--- config.mk ---
export PLATFORM = sky130hd
export DESIGN_NAME = quaternion_euler_steering
export DESIGN_NICKNAME = d
export VERILOG_FILES = /design/src/hw/rtl/qes_pkg.sv /design/src/hw/rtl/quaternion_euler_steering.sv /design/src/hw/rtl/qes_ctrl.sv /design/src/hw/rtl/qes_datapath.sv
export SDC_FILE = /design/constraint.sdc
export NUM_CORES = 2
export LEC_CHECK = 0
export BUFFER_PORTS_ARGS = -buffer_cell sky130_fd_sc_hd__buf_2
export CAP_MARGIN = 0
export CELL_PAD_IN_SITES_DETAIL_PLACEMENT = 1
export CELL_PAD_IN_SITES_GLOBAL_PLACEMENT = 2
export CORE_MARGIN = 8
export CORE_UTILIZATION = 31
export CTS_CLUSTER_SIZE = 30
export DETAILED_ROUTE_END_ITERATION = 10
export HOLD_SLACK_MARGIN = 0.12
export PLACE_DENSITY = 0.71
export SYNTH_ARGS = -nofsm -noshare
export SYNTH_HDL_FRONTEND = slang
export SYNTH_HIERARCHICAL = 1
export SYNTH_SLANG_ARGS = --single-unit
--- constraint.sdc ---
create_clock -name clk -period 35.6 [get_ports clk]
set_clock_uncertainty 0.15 [all_clocks]
set_input_delay 10.68 -clock clk [delete_from_list [all_inputs] [get_ports clk]]
set_output_delay 10.68 -clock clk [all_outputs]
set_load 0.01 [all_outputs]
--- src/hw/rtl/qes_pkg.sv ---
// Package: shared types, codes and constants of the quaternion steering block.
`timescale 1ns / 1ps
package qes_pkg;

  localparam logic [1:0] KIND_SAMPLE = 2'd0;
  localparam logic [1:0] KIND_POSE   = 2'd1;
  localparam logic [1:0] KIND_UNPAIR = 2'd2;

  localparam logic [2:0] POSE_REST    = 3'd0;
  localparam logic [2:0] POSE_FIST    = 3'd1;
  localparam logic [2:0] POSE_WAVEOUT = 3'd3;
  localparam logic [2:0] POSE_SPREAD  = 3'd4;
  localparam logic [2:0] POSE_UNKNOWN = 3'd6;
  localparam logic [2:0] POSE_INVALID = 3'd7;

  localparam logic [1:0] DRIVE_NONE    = 2'd0;
  localparam logic [1:0] DRIVE_FORWARD = 2'd1;
  localparam logic [1:0] DRIVE_REVERSE = 2'd2;

  localparam logic [1:0] STEER_NONE     = 2'd0;
  localparam logic [1:0] STEER_RIGHT    = 2'd1;
  localparam logic [1:0] STEER_LEFT     = 2'd2;
  localparam logic [1:0] STEER_STRAIGHT = 2'd3;

  localparam logic [1:0] UNLOCK_NONE  = 2'd0;
  localparam logic [1:0] UNLOCK_TIMED = 2'd1;
  localparam logic [1:0] UNLOCK_HOLD  = 2'd2;

  localparam logic [2:0] REG_RIGHT_LOW  = 3'd0;
  localparam logic [2:0] REG_RIGHT_HIGH = 3'd1;
  localparam logic [2:0] REG_LEFT_LOW   = 3'd2;
  localparam logic [2:0] REG_LEFT_HIGH  = 3'd3;

  localparam logic [1:0] SEL_ROLL  = 2'd0;
  localparam logic [1:0] SEL_PITCH = 2'd1;
  localparam logic [1:0] SEL_YAW   = 2'd2;

  localparam logic [4:0] MUL_LAST_TERM = 5'd8;
  localparam logic [4:0] MUL_LAST_SQ   = 5'd11;
  localparam logic [4:0] SQRT_TOP      = 5'd28;

  localparam logic signed [35:0] ONE_Q28      = 36'sd268435456;
  localparam logic signed [26:0] HALF_TURN    = 27'sd8388608;
  localparam logic signed [26:0] QUARTER_TURN = 27'sd4194304;

  typedef struct packed {
    logic       load;
    logic       mul;
    logic       clamp;
    logic       sqrt;
    logic       cinit;
    logic       cstep;
    logic       cbin;
    logic       commit;
    logic [4:0] idx;
    logic [1:0] sel;
  } cmd_t;

  typedef struct packed {
    logic [1:0] kind;
  } status_t;

  function automatic logic [21:0] atan_units(input logic [4:0] i);
    logic [21:0] v;
    unique case (i)
      5'd0:  v = 22'd2097152;
      5'd1:  v = 22'd1238021;
      5'd2:  v = 22'd654136;
      5'd3:  v = 22'd332050;
      5'd4:  v = 22'd166669;
      5'd5:  v = 22'd83416;
      5'd6:  v = 22'd41718;
      5'd7:  v = 22'd20860;
      5'd8:  v = 22'd10430;
      5'd9:  v = 22'd5215;
      5'd10: v = 22'd2608;
      5'd11: v = 22'd1304;
      5'd12: v = 22'd652;
      5'd13: v = 22'd326;
      5'd14: v = 22'd163;
      5'd15: v = 22'd81;
      5'd16: v = 22'd41;
      5'd17: v = 22'd20;
      5'd18: v = 22'd10;
      5'd19: v = 22'd5;
      5'd20: v = 22'd3;
      5'd21: v = 22'd1;
      5'd22: v = 22'd1;
      default: v = 22'd0;
    endcase
    return v;
  endfunction

endpackage

--- src/hw/rtl/quaternion_euler_steering.sv ---
// Top level: quaternion to Euler-angle bins and gesture steering commands.
`timescale 1ns / 1ps
// One request at a time. An orientation sample runs nine products and a
// three-part square of the pitch term on one shared 17x17 multiplier, a
// one-bit-per-cycle square root, and three runs of one shared CORDIC stage.
// Pose, unpair and other kinds skip these phases. The finished result sits in
// an output register, so the next request is taken while it waits. Config
// writes are always ready and must come only while the block is idle.
module quaternion_euler_steering
  import qes_pkg::*;
#(
  parameter int ANGLE_BINS   = 18,
  parameter int CORDIC_STEPS = 16
) (
  input  logic               clk,
  input  logic               rst_n,
  input  logic               in_valid,
  output logic               in_stall,
  input  logic [1:0]         in_kind,
  input  logic signed [15:0] in_quat_w,
  input  logic signed [15:0] in_quat_x,
  input  logic signed [15:0] in_quat_y,
  input  logic signed [15:0] in_quat_z,
  input  logic [2:0]         in_pose_code,
  output logic               out_valid,
  input  logic               out_stall,
  output logic [4:0]         out_roll_bin,
  output logic [4:0]         out_pitch_bin,
  output logic [4:0]         out_yaw_bin,
  output logic [1:0]         out_drive,
  output logic [1:0]         out_steer,
  output logic [1:0]         out_unlock_action,
  output logic               out_notify,
  input  logic               cfg_valid,
  output logic               cfg_ready,
  input  logic [2:0]         cfg_index,
  input  logic [4:0]         cfg_data
);

  cmd_t    cmd;
  status_t status;

  assign cfg_ready = 1'b1;

  qes_ctrl #(.CORDIC_STEPS(CORDIC_STEPS)) u_ctrl (
    .clk      (clk),
    .rst_n    (rst_n),
    .in_valid (in_valid),
    .in_stall (in_stall),
    .out_valid(out_valid),
    .out_stall(out_stall),
    .status   (status),
    .cmd      (cmd)
  );

  qes_datapath #(.ANGLE_BINS(ANGLE_BINS)) u_dp (
    .clk              (clk),
    .rst_n            (rst_n),
    .cmd              (cmd),
    .status           (status),
    .in_kind          (in_kind),
    .in_quat_w        (in_quat_w),
    .in_quat_x        (in_quat_x),
    .in_quat_y        (in_quat_y),
    .in_quat_z        (in_quat_z),
    .in_pose_code     (in_pose_code),
    .cfg_we           (cfg_valid & cfg_ready),
    .cfg_index        (cfg_index),
    .cfg_data         (cfg_data),
    .out_roll_bin     (out_roll_bin),
    .out_pitch_bin    (out_pitch_bin),
    .out_yaw_bin      (out_yaw_bin),
    .out_drive        (out_drive),
    .out_steer        (out_steer),
    .out_unlock_action(out_unlock_action),
    .out_notify       (out_notify)
  );

endmodule

--- src/hw/rtl/qes_ctrl.sv ---
// Controller: sequences multiply, square root, CORDIC and result phases.
`timescale 1ns / 1ps
module qes_ctrl
  import qes_pkg::*;
#(
  parameter int CORDIC_STEPS = 16
) (
  input  logic    clk,
  input  logic    rst_n,
  input  logic    in_valid,
  output logic    in_stall,
  output logic    out_valid,
  input  logic    out_stall,
  input  status_t status,
  output cmd_t    cmd
);

  typedef enum logic [8:0] {
    S_IDLE  = 9'b000000001,
    S_MUL   = 9'b000000010,
    S_CLAMP = 9'b000000100,
    S_SQ    = 9'b000001000,
    S_SQRT  = 9'b000010000,
    S_CINIT = 9'b000100000,
    S_CSTEP = 9'b001000000,
    S_CBIN  = 9'b010000000,
    S_OUT   = 9'b100000000
  } state_t;

  localparam logic [4:0] STEP_LAST = 5'(CORDIC_STEPS - 1);

  state_t     state_r, state_nxt;
  logic [4:0] cnt_r, cnt_nxt;
  logic [1:0] sel_r, sel_nxt;
  logic       out_valid_r, out_valid_nxt;

  assign in_stall  = (state_r != S_IDLE);
  assign out_valid = out_valid_r;

  always_comb begin
    state_nxt     = state_r;
    cnt_nxt       = cnt_r;
    sel_nxt       = sel_r;
    out_valid_nxt = out_valid_r;
    cmd           = '0;
    cmd.idx       = cnt_r;
    cmd.sel       = sel_r;
    if (out_valid_r && !out_stall) out_valid_nxt = 1'b0;
    unique case (state_r)
      S_IDLE: begin
        if (in_valid) begin
          cmd.load = 1'b1;
          cnt_nxt  = '0;
          sel_nxt  = SEL_ROLL;
          state_nxt = (status.kind == KIND_SAMPLE) ? S_MUL : S_OUT;
        end
      end
      S_MUL: begin
        cmd.mul = 1'b1;
        cnt_nxt = cnt_r + 5'd1;
        if (cnt_r == MUL_LAST_TERM) state_nxt = S_CLAMP;
      end
      S_CLAMP: begin
        cmd.clamp = 1'b1;
        state_nxt = S_SQ;
      end
      S_SQ: begin
        cmd.mul = 1'b1;
        cnt_nxt = cnt_r + 5'd1;
        if (cnt_r == MUL_LAST_SQ) begin
          cnt_nxt   = SQRT_TOP;
          state_nxt = S_SQRT;
        end
      end
      S_SQRT: begin
        cmd.sqrt = 1'b1;
        cnt_nxt  = cnt_r - 5'd1;
        if (cnt_r == '0) state_nxt = S_CINIT;
      end
      S_CINIT: begin
        cmd.cinit = 1'b1;
        cnt_nxt   = '0;
        state_nxt = S_CSTEP;
      end
      S_CSTEP: begin
        cmd.cstep = 1'b1;
        cnt_nxt   = cnt_r + 5'd1;
        if (cnt_r == STEP_LAST) state_nxt = S_CBIN;
      end
      S_CBIN: begin
        cmd.cbin = 1'b1;
        sel_nxt  = sel_r + 2'd1;
        state_nxt = (sel_r == SEL_YAW) ? S_OUT : S_CINIT;
      end
      S_OUT: begin
        if (!out_valid_r || !out_stall) begin
          cmd.commit    = 1'b1;
          out_valid_nxt = 1'b1;
          state_nxt     = S_IDLE;
        end
      end
      default: state_nxt = S_IDLE;
    endcase
  end

  always_ff @(posedge clk) begin
    if (!rst_n) begin
      state_r     <= S_IDLE;
      cnt_r       <= '0;
      sel_r       <= SEL_ROLL;
      out_valid_r <= 1'b0;
    end else begin
      state_r     <= state_nxt;
      cnt_r       <= cnt_nxt;
      sel_r       <= sel_nxt;
      out_valid_r <= out_valid_nxt;
    end
  end

endmodule

--- src/hw/rtl/qes_datapath.sv ---
// Datapath: shared multiplier, square root, CORDIC unit, stores and result registers.
`timescale 1ns / 1ps
module qes_datapath
  import qes_pkg::*;
#(
  parameter int ANGLE_BINS = 18
) (
  input  logic               clk,
  input  logic               rst_n,
  input  cmd_t               cmd,
  output status_t            status,
  input  logic [1:0]         in_kind,
  input  logic signed [15:0] in_quat_w,
  input  logic signed [15:0] in_quat_x,
  input  logic signed [15:0] in_quat_y,
  input  logic signed [15:0] in_quat_z,
  input  logic [2:0]         in_pose_code,
  input  logic               cfg_we,
  input  logic [2:0]         cfg_index,
  input  logic [4:0]         cfg_data,
  output logic [4:0]         out_roll_bin,
  output logic [4:0]         out_pitch_bin,
  output logic [4:0]         out_yaw_bin,
  output logic [1:0]         out_drive,
  output logic [1:0]         out_steer,
  output logic [1:0]         out_unlock_action,
  output logic               out_notify
);

  localparam logic [4:0]  BINS   = 5'(ANGLE_BINS);
  localparam logic [31:0] BINS_W = 32'(ANGLE_BINS);

  logic [1:0]         kind_r;
  logic [2:0]         pose_in_r;
  logic signed [15:0] w_r, x_r, y_r, z_r;
  logic signed [35:0] rn_r, rd_r, yn_r, yd_r, s_r;
  logic [57:0]        n_r, r_r;
  logic signed [39:0] cx_r, cy_r;
  logic signed [26:0] cz_r;
  logic               zero_r;
  logic [4:0]         bin_roll_r, bin_pitch_r, bin_yaw_r;
  logic [4:0]         roll_r, pitch_r, yaw_r, rl_r, rh_r, ll_r, lh_r;
  logic [2:0]         pose_r;

  assign status.kind = cmd.load ? in_kind : kind_r;

  // shared multiplier
  logic signed [16:0] ma, mb;
  logic signed [33:0] prod;
  logic signed [35:0] p2;
  logic [28:0]        mag;
  always_comb begin
    mag = s_r[35] ? 29'(-s_r) : s_r[28:0];
    ma  = '0;
    mb  = '0;
    unique case (cmd.idx)
      5'd0:  begin ma = 17'(w_r); mb = 17'(x_r); end
      5'd1:  begin ma = 17'(y_r); mb = 17'(z_r); end
      5'd2:  begin ma = 17'(x_r); mb = 17'(x_r); end
      5'd3:  begin ma = 17'(y_r); mb = 17'(y_r); end
      5'd4:  begin ma = 17'(w_r); mb = 17'(z_r); end
      5'd5:  begin ma = 17'(x_r); mb = 17'(y_r); end
      5'd6:  begin ma = 17'(z_r); mb = 17'(z_r); end
      5'd7:  begin ma = 17'(w_r); mb = 17'(y_r); end
      5'd8:  begin ma = 17'(z_r); mb = 17'(x_r); end
      5'd9:  begin ma = {2'b0, mag[14:0]};  mb = {2'b0, mag[14:0]}; end
      5'd10: begin ma = {3'b0, mag[28:15]}; mb = {2'b0, mag[14:0]}; end
      5'd11: begin ma = {3'b0, mag[28:15]}; mb = {3'b0, mag[28:15]}; end
      default: begin ma = '0; mb = '0; end
    endcase
    prod = ma * mb;
    p2   = {prod[33], prod, 1'b0};
  end

  // square root step
  logic [57:0] sq_b, sq_t;
  assign sq_b = 58'd1 << {cmd.idx, 1'b0};
  assign sq_t = r_r + sq_b;

  // CORDIC init and step
  logic signed [39:0] y0, x0, dx, dy;
  logic signed [26:0] da, zq, off;
  always_comb begin
    unique case (cmd.sel)
      SEL_ROLL:  begin y0 = 40'(rn_r); x0 = 40'(rd_r); end
      SEL_PITCH: begin y0 = 40'(s_r);  x0 = {11'b0, r_r[28:0]}; end
      default:   begin y0 = 40'(yn_r); x0 = 40'(yd_r); end
    endcase
    dx  = cy_r >>> cmd.idx;
    dy  = cx_r >>> cmd.idx;
    da  = {5'b0, atan_units(cmd.idx)};
    zq  = zero_r ? '0 : cz_r;
    off = zq + ((cmd.sel == SEL_PITCH) ? QUARTER_TURN : HALF_TURN);
  end

  logic [31:0] bm, bs;
  logic [4:0]  bin;
  always_comb begin
    bm  = 32'(off[25:0]) * BINS_W;
    bs  = (cmd.sel == SEL_PITCH) ? (bm >> 23) : (bm >> 24);
    if (off <= 0)         bin = '0;
    else if (bs > BINS_W) bin = BINS;
    else                  bin = bs[4:0];
  end

  // result formation
  logic [4:0] roll_nxt, pitch_nxt, yaw_nxt;
  logic [2:0] pose_nxt, pc;
  logic [1:0] unlock, drive, steer;
  logic       notify;
  always_comb begin
    roll_nxt  = roll_r;
    pitch_nxt = pitch_r;
    yaw_nxt   = yaw_r;
    pose_nxt  = pose_r;
    unlock    = UNLOCK_NONE;
    notify    = 1'b0;
    pc        = (pose_in_r == POSE_INVALID) ? POSE_UNKNOWN : pose_in_r;
    unique case (kind_r)
      KIND_SAMPLE: begin
        roll_nxt  = bin_roll_r;
        pitch_nxt = bin_pitch_r;
        yaw_nxt   = bin_yaw_r;
      end
      KIND_POSE: begin
        pose_nxt = pc;
        if (pc != POSE_REST && pc != POSE_UNKNOWN) begin
          unlock = UNLOCK_HOLD;
          notify = 1'b1;
        end else begin
          unlock = UNLOCK_TIMED;
        end
      end
      KIND_UNPAIR: begin
        roll_nxt  = '0;
        pitch_nxt = '0;
        yaw_nxt   = '0;
      end
      default: ;
    endcase
    if (pose_nxt == POSE_FIST) drive = DRIVE_FORWARD;
    else if (pose_nxt == POSE_SPREAD || pose_nxt == POSE_WAVEOUT) drive = DRIVE_REVERSE;
    else drive = DRIVE_NONE;
    if (yaw_nxt == '0) steer = STEER_STRAIGHT;
    else if (yaw_nxt > rl_r && yaw_nxt < rh_r) steer = STEER_RIGHT;
    else if (yaw_nxt > ll_r && yaw_nxt < lh_r) steer = STEER_LEFT;
    else steer = STEER_NONE;
  end

  always_ff @(posedge clk) begin
    if (!rst_n) begin
      roll_r  <= '0;
      pitch_r <= '0;
      yaw_r   <= '0;
      pose_r  <= POSE_UNKNOWN;
      rl_r    <= 5'd12;
      rh_r    <= 5'd16;
      ll_r    <= 5'd0;
      lh_r    <= 5'd5;
    end else begin
      if (cfg_we) begin
        unique case (cfg_index)
          REG_RIGHT_LOW:  rl_r <= cfg_data;
          REG_RIGHT_HIGH: rh_r <= cfg_data;
          REG_LEFT_LOW:   ll_r <= cfg_data;
          REG_LEFT_HIGH:  lh_r <= cfg_data;
          default: ;
        endcase
      end
      if (cmd.commit) begin
        roll_r  <= roll_nxt;
        pitch_r <= pitch_nxt;
        yaw_r   <= yaw_nxt;
        pose_r  <= pose_nxt;
      end
    end
  end

  always_ff @(posedge clk) begin
    if (cmd.load) begin
      kind_r    <= in_kind;
      pose_in_r <= in_pose_code;
      w_r       <= in_quat_w;
      x_r       <= in_quat_x;
      y_r       <= in_quat_y;
      z_r       <= in_quat_z;
      rn_r      <= '0;
      rd_r      <= ONE_Q28;
      yn_r      <= '0;
      yd_r      <= ONE_Q28;
      s_r       <= '0;
    end
    if (cmd.mul) begin
      unique case (cmd.idx)
        5'd0, 5'd1: rn_r <= rn_r + p2;
        5'd2:       rd_r <= rd_r - p2;
        5'd3: begin
          rd_r <= rd_r - p2;
          yd_r <= yd_r - p2;
        end
        5'd4, 5'd5: yn_r <= yn_r + p2;
        5'd6:       yd_r <= yd_r - p2;
        5'd7:       s_r  <= s_r + p2;
        5'd8:       s_r  <= s_r - p2;
        5'd9:       n_r  <= n_r - {28'b0, prod[29:0]};
        5'd10:      n_r  <= n_r - {13'b0, prod[28:0], 16'b0};
        5'd11:      n_r  <= n_r - {prod[27:0], 30'b0};
        default: ;
      endcase
    end
    if (cmd.clamp) begin
      if (s_r > ONE_Q28) s_r <= ONE_Q28;
      else if (s_r < -ONE_Q28) s_r <= -ONE_Q28;
      n_r <= 58'd1 << 56;
      r_r <= '0;
    end
    if (cmd.sqrt) begin
      if (n_r >= sq_t) begin
        n_r <= n_r - sq_t;
        r_r <= (r_r >> 1) + sq_b;
      end else begin
        r_r <= r_r >> 1;
      end
    end
    if (cmd.cinit) begin
      zero_r <= (x0 == '0) && (y0 == '0);
      if (x0 < 0) begin
        cz_r <= (y0 >= 0) ? HALF_TURN : -HALF_TURN;
        cx_r <= -x0;
        cy_r <= -y0;
      end else begin
        cz_r <= '0;
        cx_r <= x0;
        cy_r <= y0;
      end
    end
    if (cmd.cstep) begin
      if (cy_r > 0) begin
        cx_r <= cx_r + dx;
        cy_r <= cy_r - dy;
        cz_r <= cz_r + da;
      end else begin
        cx_r <= cx_r - dx;
        cy_r <= cy_r + dy;
        cz_r <= cz_r - da;
      end
    end
    if (cmd.cbin) begin
      unique case (cmd.sel)
        SEL_ROLL:  bin_roll_r  <= bin;
        SEL_PITCH: bin_pitch_r <= bin;
        default:   bin_yaw_r   <= bin;
      endcase
    end
    if (cmd.commit) begin
      out_roll_bin      <= roll_nxt;
      out_pitch_bin     <= pitch_nxt;
      out_yaw_bin       <= yaw_nxt;
      out_drive         <= drive;
      out_steer         <= steer;
      out_unlock_action <= unlock;
      out_notify        <= notify;
    end
  end

endmodule

==> impl_metrics.json <==
{
  "crit_path_end_kind": "flop",
  "die-width_microns": 496,
  "finalCritPeriodShare": 0.410,
  "cap_viol_max_count": 0,
  "grt_pass1_vias": 68513,
  "hpwl_mm": 240,
  "track_usage": 0.237,
  "slowest_stage": "nor2_1",
  "cts_setup_buffers": 0,
  "clk_latency_ns": 0.74,
  "async_flop_share": 0,
  "crit_cells": 41,
  "die_area_sq_um": 246000,
  "cpPeakStageDelay_ns": 0.98,
  "cts-htree-levels": 3,
  "dieHeight_microns": 496,
  "overflow": 0,
  "drtIter0Drc": 4846,
  "fmax_mhz": 68.5,
  "grt_pass1_wl_mm": 449,
  "fp-row-count": 176,
  "syn_avg_cell_area_sq_um": 8.28,
  "holdPathStages": 1,
  "hold_violations": 0,
  "clk_pin_slew_ns": 0.06,
  "synthCells": 8613,
  "cp_top_family": "adder cells",
  "wl_per_cell_microns": 25.9,
  "place_congestion": 0.917,
  "fin_cells": 11660,
  "r2r_setup_slack_ns": 21.00,
  "critPathMostFrequentCell": "inv_1",
  "cts_made_buffers": 78,
  "syn_nets": 9637,
  "coreArea_sq_um": 229000,
  "start_util": 0.311,
  "drive_above_1_share": 0.0849,
  "required_ns": 36.03,
  "fin_ws_ns": 21.00,
  "ff2ff_path_depth": 41,
  "synth.distinct_cells": 101,
  "r2r-start": "u_ctrl/cnt_r[0]$_SDFFE_PN0P_",
  "critPathMaxFanout": 49,
  "slew_headroom": 0.161,
  "place_inst": 11515,
  "arrival_ns": 15.03,
  "synth_edf_count": 273,
  "drt-total-wl_mm": 302,
  "setup_viol": 0,
  "cp-endpoint": "u_dp/n_r[51]$_DFF_P_",
  "min_period_ns": 14.60,
  "io_pins": 107,
  "dp_slack_ns": 21.27,
  "vias": 67525,
  "vias_per_cell": 5.79,
  "grt_antenna_before_repair": 13,
  "seq_area_frac_synth": 0.197,
  "clock-sinks": 564,
  "rsz0062_at_grt": "false",
  "drv_slew": 0,
  "status": "completed",
  "fin_nets": 9593,
  "root_buffer": "clkbuf_16",
  "worstHoldStart": "u_dp/rn_r[35]$_DFF_P_",
  "reg2reg_to": "u_dp/n_r[51]$_DFF_P_",
  "cp-start-kind": "flop",
  "io_buffers": 105,
  "ys.flop_type": "dfxtp_1",
  "antenna_left": 0,
  "area_growth_pct": 9.60,
  "drt-pass1-iter-count": 7,
  "grt_max_degree": 133,
  "ys_ff_latch": 564,
  "cts_resized": 0,
  "drc": 0,
  "synth_area_sq_um": 71300,
  "holdBufCountCts": 0,
  "worst_setup_path_startpoint": "u_ctrl/cnt_r[0]$_SDFFE_PN0P_",
  "critPathKind": "reg2reg",
  "yosys_warnings": 6,
  "clk_path_buf_depth": 3,
  "hold_path.class": "reg2reg",
  "cts_tree": "yes",
  "tightest_slew_ns": 1.25,
  "fillers": 27069,
  "tns_ns": 0,
  "path_buf_inv": 10
}
==> final cells by class <==
type,count,area [sq um],share of cell area
diodes,1,2.50,0.0000320
flip-flops and latches,564,14000,0.180
multi-input cells,7143,53900,0.690
well taps,3026,3790,0.0484
inverters,526,1990,0.0254
clock inverters,47,607,0.00777
repair buffers,256,1670,0.0214
clock buffers,97,2110,0.0270
==> worst register-to-register path: cells and delay by family (launching register included) <==
family          cells  cell delay [ns]
simple gates        8             2.59
xor+xnor            2             0.60
buf+inv            10             2.32
flops               1             0.88
fa+ha+maj           9             4.51
compound gates     12             3.42
==> routing by layer <==
metal  up-vias  wire length [microns]  track usage
li1      31234                      -            -
met5         -                     26            0
met1     34045                 142000        0.334
met4         4                  10700       0.0755
met3       433                  16100       0.0325
met2      1809                 133000        0.375
==> synth_stat cells (69+ instances only) <==
cell type | n | area share
clkbuf_1 | 273 | 0.014
o21bai_1 | 75 | 0.0079
a211oi_1 | 91 | 0.0096
o21a_1 | 97 | 0.010
a31oi_1 | 126 | 0.011
edfxtp_1 | 273 | 0.11
nand2_1 | 683 | 0.036
inv_1 | 518 | 0.027
xor2_1 | 325 | 0.040
nand2b_1 | 97 | 0.0085
nor2b_1 | 140 | 0.012
dfxtp_1 | 291 | 0.082
nor2_1 | 813 | 0.043
nand4_1 | 86 | 0.0075
o31ai_1 | 78 | 0.0082
a21o_1 | 236 | 0.025
o21ai_0 | 579 | 0.041
nand3_1 | 306 | 0.021
mux4_2 | 113 | 0.036
ha_1 | 642 | 0.11
fa_1 | 300 | 0.084
xnor2_1 | 384 | 0.047
nor3_1 | 137 | 0.0096
a21oi_1 | 684 | 0.048
mux2i_1 | 177 | 0.025
or3_1 | 69 | 0.0061
==> metrics by stage <==
step / instance area (sq um) / hold slack [ns] / util
global placement: 75400 / 0.309 / 0.329
floorplan: 71300 / 0.288 / -
detailed placement: 75400 / 0.309 / 0.329
finish: 78100 / 0.325 / 0.341
global route: 78100 / 0.353 / 0.341
CTS: 78100 / 0.321 / 0.341
==> flip-flops by register name, indices dropped and copies added, names as in the netlist, 9 cells and up <==
register,flops
u_dp/n_r,58
u_dp/r_r,58
u_dp/cx_r,40
u_dp/cy_r,40
u_dp/rd_r,36
u_dp/rn_r,36
u_dp/s_r,36
u_dp/yd_r,36
u_dp/yn_r,36
u_dp/cz_r,27
u_dp/w_r,16
u_dp/x_r,16
u_dp/y_r,16
u_dp/z_r,16
u_ctrl/state_r,9
==> worst min-delay path by stage <==
stage / to / slack [ns]
after floorplan: u_dp/rn_r[35]$_DFF_P_ / 0.29
after global placement: u_dp/lh_r[2]$_SDFFE_PN1P_ / 0.31
after detailed placement: u_dp/rn_r[35]$_DFF_P_ / 0.31
after CTS: u_dp/rn_r[35]$_DFF_P_ / 0.32
after global routing: u_dp/yaw_r[0]$_SDFFE_PN0P_ / 0.35
final: u_dp/rn_r[35]$_DFF_P_ / 0.33
==> cells in the final DEF (no fill, tap or decap), drive strengths merged, types with 67 or more instances in the layout <==
cell,n
o21bai,75
fa,300
mux4,113
o21ai,584
nor2,813
dfxtp,291
ha,642
o31ai,79
edfxtp,273
nor2b,140
nand2b,97
xor2,325
nor3,143
clkbuf,97
a31oi,126
nand3,306
nand2,683
mux2i,177
o21a,97
inv,530
buf,256
or3,70
nand4,86
a21o,236
a21oi,684
a211oi,92
and3,67
xnor2,384
==> kinds of logic (layout without fill, tap and decap cells) <==
logic type	after synthesis	after routing	share of synthesized area
AO/OA/AOI/OAI	2508	2508	0.227
XOR/XNOR	709	709	0.0871
adder cells (fa/ha/maj)	947	947	0.198
buffers and inverters	906	926	0.0494
flip-flops	564	564	0.197
multiplexers	337	337	0.0680
other	1	2	0.0000526
AND/OR/NAND/NOR	2641	2641	0.175
Power is left out: the tool's default activity adds up to more than one toggle a clock period on the data nets, which glitch-free logic cannot reach.
